### src/rtl/cltok_pkg.sv
// Shared types, codes and character classes of the command line tokenizer.
package cltok_pkg;

  localparam int MAX_TOKENS_DEF    = 128;
  localparam int MAX_TOKEN_LEN_DEF = 127;
  localparam int OUTQ_DEPTH        = 4;

  localparam logic [1:0] KIND_STATUS = 2'd0;
  localparam logic [1:0] KIND_INT    = 2'd1;
  localparam logic [1:0] KIND_IDENT  = 2'd2;
  localparam logic [1:0] KIND_OP     = 2'd3;

  localparam logic [1:0] STATUS_OK       = 2'd0;
  localparam logic [1:0] STATUS_BAD_CHAR = 2'd1;
  localparam logic [1:0] STATUS_TOO_MANY = 2'd2;
  localparam logic [1:0] STATUS_TOO_LONG = 2'd3;

  localparam logic [7:0] CH_MINUS = 8'h2D;
  localparam logic [7:0] CH_UNDER = 8'h5F;
  localparam logic [7:0] CH_EQUAL = 8'h3D;
  localparam logic [7:0] CH_LBRACE = 8'h7B;
  localparam logic [7:0] CH_RBRACE = 8'h7D;
  localparam logic [7:0] CH_COMMA = 8'h2C;

  typedef struct packed {
    logic [7:0]         char_out;
    logic [1:0]         token_kind;
    logic               token_first;
    logic [6:0]         token_index;
    logic signed [31:0] int_value;
    logic               line_done;
    logic [1:0]         line_status;
  } result_t;

  // Up to two results per byte, in delivery order: a first, then b.
  typedef struct packed {
    logic [1:0] count;
    result_t    a;
    result_t    b;
  } push_t;

  function automatic logic is_digit(input logic [7:0] c);
    return c inside {[8'h30:8'h39]};
  endfunction

  function automatic logic is_alpha(input logic [7:0] c);
    return c inside {[8'h41:8'h5A], [8'h61:8'h7A]};
  endfunction

  function automatic logic is_space(input logic [7:0] c);
    return c inside {8'h20, [8'h09:8'h0D]};
  endfunction

  function automatic logic is_op(input logic [7:0] c);
    return c inside {CH_EQUAL, CH_LBRACE, CH_RBRACE, CH_COMMA};
  endfunction

endpackage

### src/rtl/cltok_lexer.sv
// Lexer state and the per-byte classification and result forming logic.
module cltok_lexer #(
  parameter int MAX_TOKENS    = cltok_pkg::MAX_TOKENS_DEF,
  parameter int MAX_TOKEN_LEN = cltok_pkg::MAX_TOKEN_LEN_DEF
) (
  input  logic            clk,
  input  logic            rst,
  input  logic            step,
  input  logic [7:0]      char_byte,
  input  logic            last_char,
  output cltok_pkg::push_t push
);
  import cltok_pkg::*;

  typedef enum logic [1:0] {
    MODE_IDLE,
    MODE_INT,
    MODE_IDENT
  } mode_t;

  localparam logic [7:0] MAX_TOK = 8'(MAX_TOKENS);
  localparam logic [6:0] MAX_LEN = 7'(MAX_TOKEN_LEN);

  mode_t       lex_mode, lex_mode_next;
  logic [7:0]  token_count, token_count_next;
  logic [6:0]  token_len, token_len_next;
  logic [31:0] accum_value, accum_value_next;
  logic        negative_flag, negative_flag_next;
  logic [1:0]  error_code, error_code_next;

  logic        dig, alpha, space, op, minus;
  logic [3:0]  digit;
  logic [35:0] prod;
  logic [31:0] limit, sat;
  logic        tok_valid;
  result_t     tok, stat;

  assign dig   = is_digit(char_byte);
  assign alpha = is_alpha(char_byte);
  assign space = is_space(char_byte);
  assign op    = is_op(char_byte);
  assign minus = (char_byte == CH_MINUS);
  assign digit = char_byte[3:0];

  // Magnitude times ten plus the new digit, clamped to the signed range.
  assign prod  = {1'b0, accum_value, 3'b000} + {3'b000, accum_value, 1'b0} + 36'(digit);
  assign limit = negative_flag ? 32'h8000_0000 : 32'h7FFF_FFFF;
  assign sat   = (prod > {4'd0, limit}) ? limit : prod[31:0];

  always_comb begin
    lex_mode_next      = lex_mode;
    token_count_next   = token_count;
    token_len_next     = token_len;
    accum_value_next   = accum_value;
    negative_flag_next = negative_flag;
    error_code_next    = error_code;
    tok_valid          = 1'b0;
    tok                = '0;
    tok.char_out       = char_byte;
    tok.token_index    = 7'(token_count - 8'd1);

    if (error_code == STATUS_OK) begin
      if ((lex_mode == MODE_INT && dig) ||
          (lex_mode == MODE_IDENT && (alpha || dig || char_byte == CH_UNDER))) begin
        if (token_len >= MAX_LEN) begin
          error_code_next = STATUS_TOO_LONG;
          lex_mode_next   = MODE_IDLE;
        end else begin
          token_len_next = token_len + 7'd1;
          tok_valid      = 1'b1;
          if (lex_mode == MODE_INT) begin
            accum_value_next = sat;
            tok.token_kind   = KIND_INT;
            tok.int_value    = negative_flag ? $signed(32'd0 - sat) : $signed(sat);
          end else begin
            tok.token_kind = KIND_IDENT;
          end
        end
      end else begin
        lex_mode_next = MODE_IDLE;
        if (space) begin
          // Separator only.
        end else if (!(dig || minus || alpha || op)) begin
          error_code_next = STATUS_BAD_CHAR;
        end else if (token_count >= MAX_TOK) begin
          error_code_next = STATUS_TOO_MANY;
        end else begin
          token_count_next = token_count + 8'd1;
          token_len_next   = 7'd1;
          tok_valid        = 1'b1;
          tok.token_first  = 1'b1;
          tok.token_index  = token_count[6:0];
          if (dig || minus) begin
            tok.token_kind     = KIND_INT;
            negative_flag_next = minus;
            accum_value_next   = minus ? 32'd0 : {28'd0, digit};
            tok.int_value      = minus ? 32'sd0 : $signed({28'd0, digit});
            lex_mode_next      = MODE_INT;
          end else if (alpha) begin
            tok.token_kind = KIND_IDENT;
            lex_mode_next  = MODE_IDENT;
          end else begin
            tok.token_kind = KIND_OP;
          end
        end
      end
    end

    stat             = '0;
    stat.line_done   = 1'b1;
    stat.line_status = error_code_next;

    if (last_char) begin
      lex_mode_next      = MODE_IDLE;
      token_count_next   = '0;
      token_len_next     = '0;
      accum_value_next   = '0;
      negative_flag_next = 1'b0;
      error_code_next    = STATUS_OK;
    end

    push.count = {1'b0, tok_valid} + {1'b0, last_char};
    push.a     = tok_valid ? tok : stat;
    push.b     = stat;
  end

  always_ff @(posedge clk) begin
    if (rst) begin
      lex_mode      <= MODE_IDLE;
      token_count   <= '0;
      token_len     <= '0;
      accum_value   <= '0;
      negative_flag <= 1'b0;
      error_code    <= STATUS_OK;
    end else if (step) begin
      lex_mode      <= lex_mode_next;
      token_count   <= token_count_next;
      token_len     <= token_len_next;
      accum_value   <= accum_value_next;
      negative_flag <= negative_flag_next;
      error_code    <= error_code_next;
    end
  end

endmodule

### src/rtl/cltok_outq.sv
// Result queue that takes up to two results per cycle and hands out one per cycle while not stalled.
module cltok_outq (
  input  logic              clk,
  input  logic              rst,
  input  logic              push_en,
  input  cltok_pkg::push_t  push,
  output logic              room,
  output logic              valid,
  input  logic              stall,
  output cltok_pkg::result_t head
);
  import cltok_pkg::*;

  localparam int PW = $clog2(OUTQ_DEPTH);

  result_t       mem [OUTQ_DEPTH];
  logic [PW-1:0] wr_ptr, rd_ptr;
  logic [PW:0]   fill, fill_next;
  logic [1:0]    n_in;
  logic          pop;

  assign n_in  = push_en ? push.count : 2'd0;
  assign pop   = valid && !stall;
  assign valid = (fill != '0);
  assign room  = (fill <= (PW+1)'(OUTQ_DEPTH - 2));
  assign head  = mem[rd_ptr];
  assign fill_next = fill + (PW+1)'(n_in) - (PW+1)'(pop);

  always_ff @(posedge clk) begin
    if (n_in != 2'd0) begin
      mem[wr_ptr] <= push.a;
    end
    if (n_in == 2'd2) begin
      mem[wr_ptr + PW'(1)] <= push.b;
    end
  end

  always_ff @(posedge clk) begin
    if (rst) begin
      wr_ptr <= '0;
      rd_ptr <= '0;
      fill   <= '0;
    end else begin
      wr_ptr <= wr_ptr + PW'(n_in);
      if (pop) begin
        rd_ptr <= rd_ptr + PW'(1);
      end
      fill <= fill_next;
    end
  end

endmodule

### src/rtl/command_line_tokenizer_unit.sv
// Top level of the command line tokenizer: input register, lexer and result queue.
//
//   Channel | Handshake          | Payload
//   --------+--------------------+----------------------------------------------
//   input   | in_valid, in_stall | char_byte, last_char
//   output  | out_valid,         | char_out, token_kind, token_first, token_index,
//           | out_stall          | int_value, line_done, line_status
//
// One byte is lexed per cycle while the result queue has room: a byte is held
// in the input register, its results are written into the queue when it is
// lexed, and they leave in order from the queue head.
// A byte is lexed only when the four-entry result queue has room for two
// results, which is what sets the rate when the output side stalls; a closing
// byte yields a line status result after its own token result, if any.
// Reset (rst, synchronous) returns the lexer to the state between lines and
// empties the queue; the queue storage itself is not cleared.
module command_line_tokenizer_unit #(
  parameter int MAX_TOKENS    = cltok_pkg::MAX_TOKENS_DEF,
  parameter int MAX_TOKEN_LEN = cltok_pkg::MAX_TOKEN_LEN_DEF
) (
  input  logic               clk,
  input  logic               rst,
  input  logic               in_valid,
  output logic               in_stall,
  input  logic [7:0]         char_byte,
  input  logic               last_char,
  output logic               out_valid,
  input  logic               out_stall,
  output logic [7:0]         char_out,
  output logic [1:0]         token_kind,
  output logic               token_first,
  output logic [6:0]         token_index,
  output logic signed [31:0] int_value,
  output logic               line_done,
  output logic [1:0]         line_status
);
  import cltok_pkg::*;

  // Input register: holds one byte until the queue can take its results.
  logic       in_full;
  logic [7:0] in_byte;
  logic       in_last;
  logic       step;
  logic       room;
  push_t      push;
  result_t    head;

  // The held byte is lexed whenever the queue has room for two results, so
  // in_stall only rises while a byte waits on a nearly full queue.
  assign step     = in_full && room;
  assign in_stall = in_full && !room;

  always_ff @(posedge clk) begin
    if (rst) begin
      in_full <= 1'b0;
    end else if (in_valid && !in_stall) begin
      in_full <= 1'b1;
    end else if (step) begin
      in_full <= 1'b0;
    end
  end

  always_ff @(posedge clk) begin
    if (in_valid && !in_stall) begin
      in_byte <= char_byte;
      in_last <= last_char;
    end
  end

  cltok_lexer #(
    .MAX_TOKENS    (MAX_TOKENS),
    .MAX_TOKEN_LEN (MAX_TOKEN_LEN)
  ) u_lexer (
    .clk       (clk),
    .rst       (rst),
    .step      (step),
    .char_byte (in_byte),
    .last_char (in_last),
    .push      (push)
  );

  // The queue decouples the two sides; its head is the output payload and
  // stays put while the consumer stalls.
  cltok_outq u_outq (
    .clk     (clk),
    .rst     (rst),
    .push_en (step),
    .push    (push),
    .room    (room),
    .valid   (out_valid),
    .stall   (out_stall),
    .head    (head)
  );

  assign char_out    = head.char_out;
  assign token_kind  = head.token_kind;
  assign token_first = head.token_first;
  assign token_index = head.token_index;
  assign int_value   = head.int_value;
  assign line_done   = head.line_done;
  assign line_status = head.line_status;

endmodule
### config.mk
export PLATFORM = sky130hd
export DESIGN_NAME = command_line_tokenizer_unit
export DESIGN_NICKNAME = d
export VERILOG_FILES = /design/src/rtl/cltok_pkg.sv /design/src/rtl/cltok_lexer.sv /design/src/rtl/cltok_outq.sv /design/src/rtl/command_line_tokenizer_unit.sv
export SDC_FILE = /design/constraint.sdc
export NUM_CORES = 1
export LEC_CHECK = 0
export BUFFER_PORTS_ARGS = -buffer_cell sky130_fd_sc_hd__buf_2
export CORE_MARGIN = 2
export CORE_UTILIZATION = 63
export DETAILED_ROUTE_END_ITERATION = 7
export PLACE_DENSITY_LB_ADDON = 0.08
export SKIP_CTS_REPAIR_TIMING = 1
export SYNTH_ARGS = -nofsm -noshare
export SYNTH_HDL_FRONTEND = slang
export SYNTH_SLANG_ARGS = --single-unit
### constraint.sdc
create_clock -name clk -period 8.9 [get_ports clk]
set_clock_uncertainty 0.1 [all_clocks]
set_input_delay 0.445 -clock clk [delete_from_list [all_inputs] [get_ports clk]]
set_output_delay 0.445 -clock clk [all_outputs]
set_load 0.02 [all_outputs]
==> reports/summary.log <==
[clock_tree] clock-pin transition on the worst setup and hold timing paths 0.06 ns
[detailed_routing] first-pass detailed-route iteration total 7
[timing] setup TNS after final layout 0 ns
[grt] met3 Usage GRT 4.37%
[yosys] yosys warns 0
[die] num ports 68
[yosys] combined area of all synthesized cells 16400 um2
[timing] Least-Margin Pin Slew 1.06 ns
[yosys] number of distinct library cell variants in the gate-level netlist after synthesis 99
[grt] met1 layer usage reported by global route 49.0%
[run] maxcap violations 0
[grt] global-route wire length before repair 73.0 mm
[grt] via count of the first global-routing pass 13700
[timing] Finish-stage setup viols 0
[die] Die Y 165 um
[detailed_routing] via density per instance 6.66
[pwr] static power due to leakage 7.38 nW
[pwr] Pwr per Cell Area 183 nW/um2
[grt] grt ovf 0
[detailed_routing] Routed wire per std cell 20.7 um
[setup_path] slowest CP cell sky130_fd_sc_hd__fa_1
[layout] antenna fix cells 0
[pwr] Overall Power 3.28 mW
[detailed_routing] count of vias placed by the detailed router 14900
[outcome] result of the run finished clean
[detailed_routing] remaining antenna violation count after routing 0
[die] overall die area 27300 um2
[clock_tree] source-to-sink clock delay at the later pin of the worst-skew pair 0.58 ns
[clock_tree] cell at the root of the clock tree sky130_fd_sc_hd__clkbuf_16
[die] Initial Util 63.4%
[layout] share of cells above drive strength 1 13.4%
[setup_path] Critical Setup Path Class flop to flop
[placed_design] Buffers on Ports 67
[setup_path] maximum fanout along the worst path 18
[pwr] largest voltage drop on the vdd net 0.216 mV
[yosys] sequential area share after synthesis 35.6%
[grt] Most Crowded Layer GR met2
[clock_tree] Inserted Clock Buffers 30
[layout] leading cell type in the layout, fill and taps excluded sky130_fd_sc_hd__nand2_1
[yosys] register bit count reported by yosys 283
[setup_path] Required @ worst endpoint 9.22 ns
[timing] share of the cycle needed by the critical path after routing 90.5%
[yosys] area share of the leading cell type in the synthesized netlist 32.5%
[grt] pin count of the biggest net entering global routing 60
[layout] Area Overhead vs Synth 9.42%
[detailed_routing] violation count after the first detailed-route iteration 1704
[layout] Layout Cells excl Fill 2236
[clock_tree] sink count of the clock tree 283
[yosys] number of synthesized flops with an enable pin 17
[timing] Max Fclk 0.124 GHz
[yosys] Main synth FF type sky130_fd_sc_hd__dfxtp_1
[yosys] cells after synthesis 1868
[layout] Seq. cell area 5840 um2
[die] width of the die 165 um
[timing] headroom to the max-slew limit 29.5%
[placed_design] total half-perimeter wirelength after legalization and detailed placement 32.2 mm
[setup_path] slowest cell delay on critical path 0.66 ns
[placed_design] number of instances in the placed design 2174
[grt] routing usage on met2 52.1%
[timing] setup repair after global routing missed its margin false
[timing] Hold Slack 0.000823 ns
[layout] multi-input logic area 9940 um2
[timing] Min Clock Period, post-route 8.05 ns
[detailed_routing] total DRC errors in the routed layout 0
[die] Core Region 25800 um2
[yosys] share of synthesized registers carrying an async set or reset 0%
[layout] commonest cells after routing, fill and taps aside sky130_fd_sc_hd__nand2_1 (270), sky130_fd_sc_hd__dfxtp_1 (263), sky130_fd_sc_hd__o21ai_0 (193)
[layout] fillcell total 2114
[min_path] path type of the worst min-delay path input pin to flop
[setup_path] Worst Path Arrival 8.38 ns
[die] count of standard-cell rows 59
[yosys] synthesized area per cell 8.78 um2
[placed_design] placer congestion estimate 0.949
[setup_path] launching element type of the critical path flop
[grt] initial antenna violation count 0
[clock_tree] H-tree depth 1
[timing] Final Hold Fails 0
[setup_path] sort of element at the end of the critical path flop
[clock_tree] CTS tree yes
[grt] Tot GR Track Use 33.4%
[yosys] post-synth top area cell sky130_fd_sc_hd__dfxtp_1
[timing] total count of max-transition violations in the final report 0
[layout] total number of nets in the final design 2001
[yosys] number of nets produced by synthesis 1989
[detailed_routing] Final Routed Wirelength 46.4 mm
[clock_tree] Clock Tree Buf Depth 3
[yosys] top post-synthesis cells by area sky130_fd_sc_hd__dfxtp_1 (32%), sky130_fd_sc_hd__ha_1 (8.0%), sky130_fd_sc_hd__mux4_2 (7.3%), sky130_fd_sc_hd__nand2_1 (6.2%), sky130_fd_sc_hd__o21ai_0 (5.9%)
[worst paths after layout]
path	startpoint	endpoint	slack, ns	cells past startpoint
max	in_byte[3]$_DFFE_PP_	u_outq.mem[1][31]$_SDFFE_PP0P_	0.85	28
min	in_valid	in_full$_SDFFE_PP0P_	0.0008	3
max reg2reg	in_byte[3]$_DFFE_PP_	u_outq.mem[1][31]$_SDFFE_PP0P_	0.85	28
min reg2reg	u_outq.mem[2][8]$_SDFFE_PP0P_	u_outq.mem[2][8]$_SDFFE_PP0P_	0.35	2
[cells in the mapped netlist, types with 23 or more instances]
master / number
sky130_fd_sc_hd__a21o_1: 23
sky130_fd_sc_hd__a21oi_1: 126
sky130_fd_sc_hd__a22o_1: 59
sky130_fd_sc_hd__and2_1: 24
sky130_fd_sc_hd__clkbuf_1: 79
sky130_fd_sc_hd__dfxtp_1: 266
sky130_fd_sc_hd__ha_1: 105
sky130_fd_sc_hd__inv_1: 45
sky130_fd_sc_hd__mux4_2: 53
sky130_fd_sc_hd__nand2_1: 270
sky130_fd_sc_hd__nand3_1: 31
sky130_fd_sc_hd__nand4_1: 27
sky130_fd_sc_hd__nor2_1: 121
sky130_fd_sc_hd__nor3_1: 44
sky130_fd_sc_hd__o21ai_0: 193
[cells by family (layout without fill, tap and decap cells)]
group                      after synthesis  after routing  synth area share, %
xor gates and xnor gates                29             29                 1.64
AOI/OAI and AO/OA                      578            578                 23.3
DFF                                    283            283                 35.6
and+or+nand+nor                        644            644                 19.0
muxes                                   67             67                 8.17
buffers and inverters                  159            192                 3.90
adders and majority gates              108            108                 8.38
[layout make-up]
type                            count  area share (%)
Clock inverter                      9           0.711
Sequential cell                   283            32.6
Tap cell                          335            2.34
Multi-Input combinational cell   1426            55.4
Timing Repair Buffer               92            3.04
Inverter                           47           0.984
Clock buffer                       44            4.93
[layer usage]
| metal | vias up | routed length, um | part of all wire [%] |
|---|---|---|---|
| met1 | 7179 | 21100 | 45 |
| met3 | 88 | 3660 | 7.9 |
| li1 | 6954 | - | - |
| met5 | - | 0 | 0 |
| met2 | 662 | 20600 | 44 |
| met4 | 0 | 1070 | 2.3 |
[stage by stage]
stage                     utilization [%]  setup WS [ns]  area, um2
after global placement               65.1          0.991      16800
after CTS                            69.1          0.784      17800
after floorplan                         -           2.01      16400
final                                69.4          0.845      17900
after global routing                 69.4         0.0652      17900
after detailed placement             65.1          0.806      16800
[power breakdown]
part / internal [mW] / leakage (nW) / switching, mW
combinational: 0.240 / 4.57 / 0.338
clock: 0.748 / 0.498 / 0.528
sequential: 1.36 / 2.31 / 0.0640
total: 2.35 / 7.38 / 0.930
[flip-flops by register name, summed over array words and instances, names as in the netlist, named ones only]
name / count
u_outq.rd_ptr: 2
u_lexer.accum_value: 32
u_lexer.negative_flag: 1
u_lexer.token_len: 7
u_outq.mem: 212
u_lexer.lex_mode: 2
in_last: 1
in_full: 1
u_outq.wr_ptr: 2
in_byte: 8
u_lexer.error_code: 2
u_lexer.token_count: 8
u_outq.fill: 3
[worst max-delay path: cells and delay by family (launching register included)]
kind,cells,cell delay [ns]
fa+ha+maj,4,1.57
flops,1,0.59
mux,2,0.66
buf+inv,2,0.35
simple gates,13,3.10
compound gates,7,1.48
No activity file was read; power rests on OpenSTA's default activity.
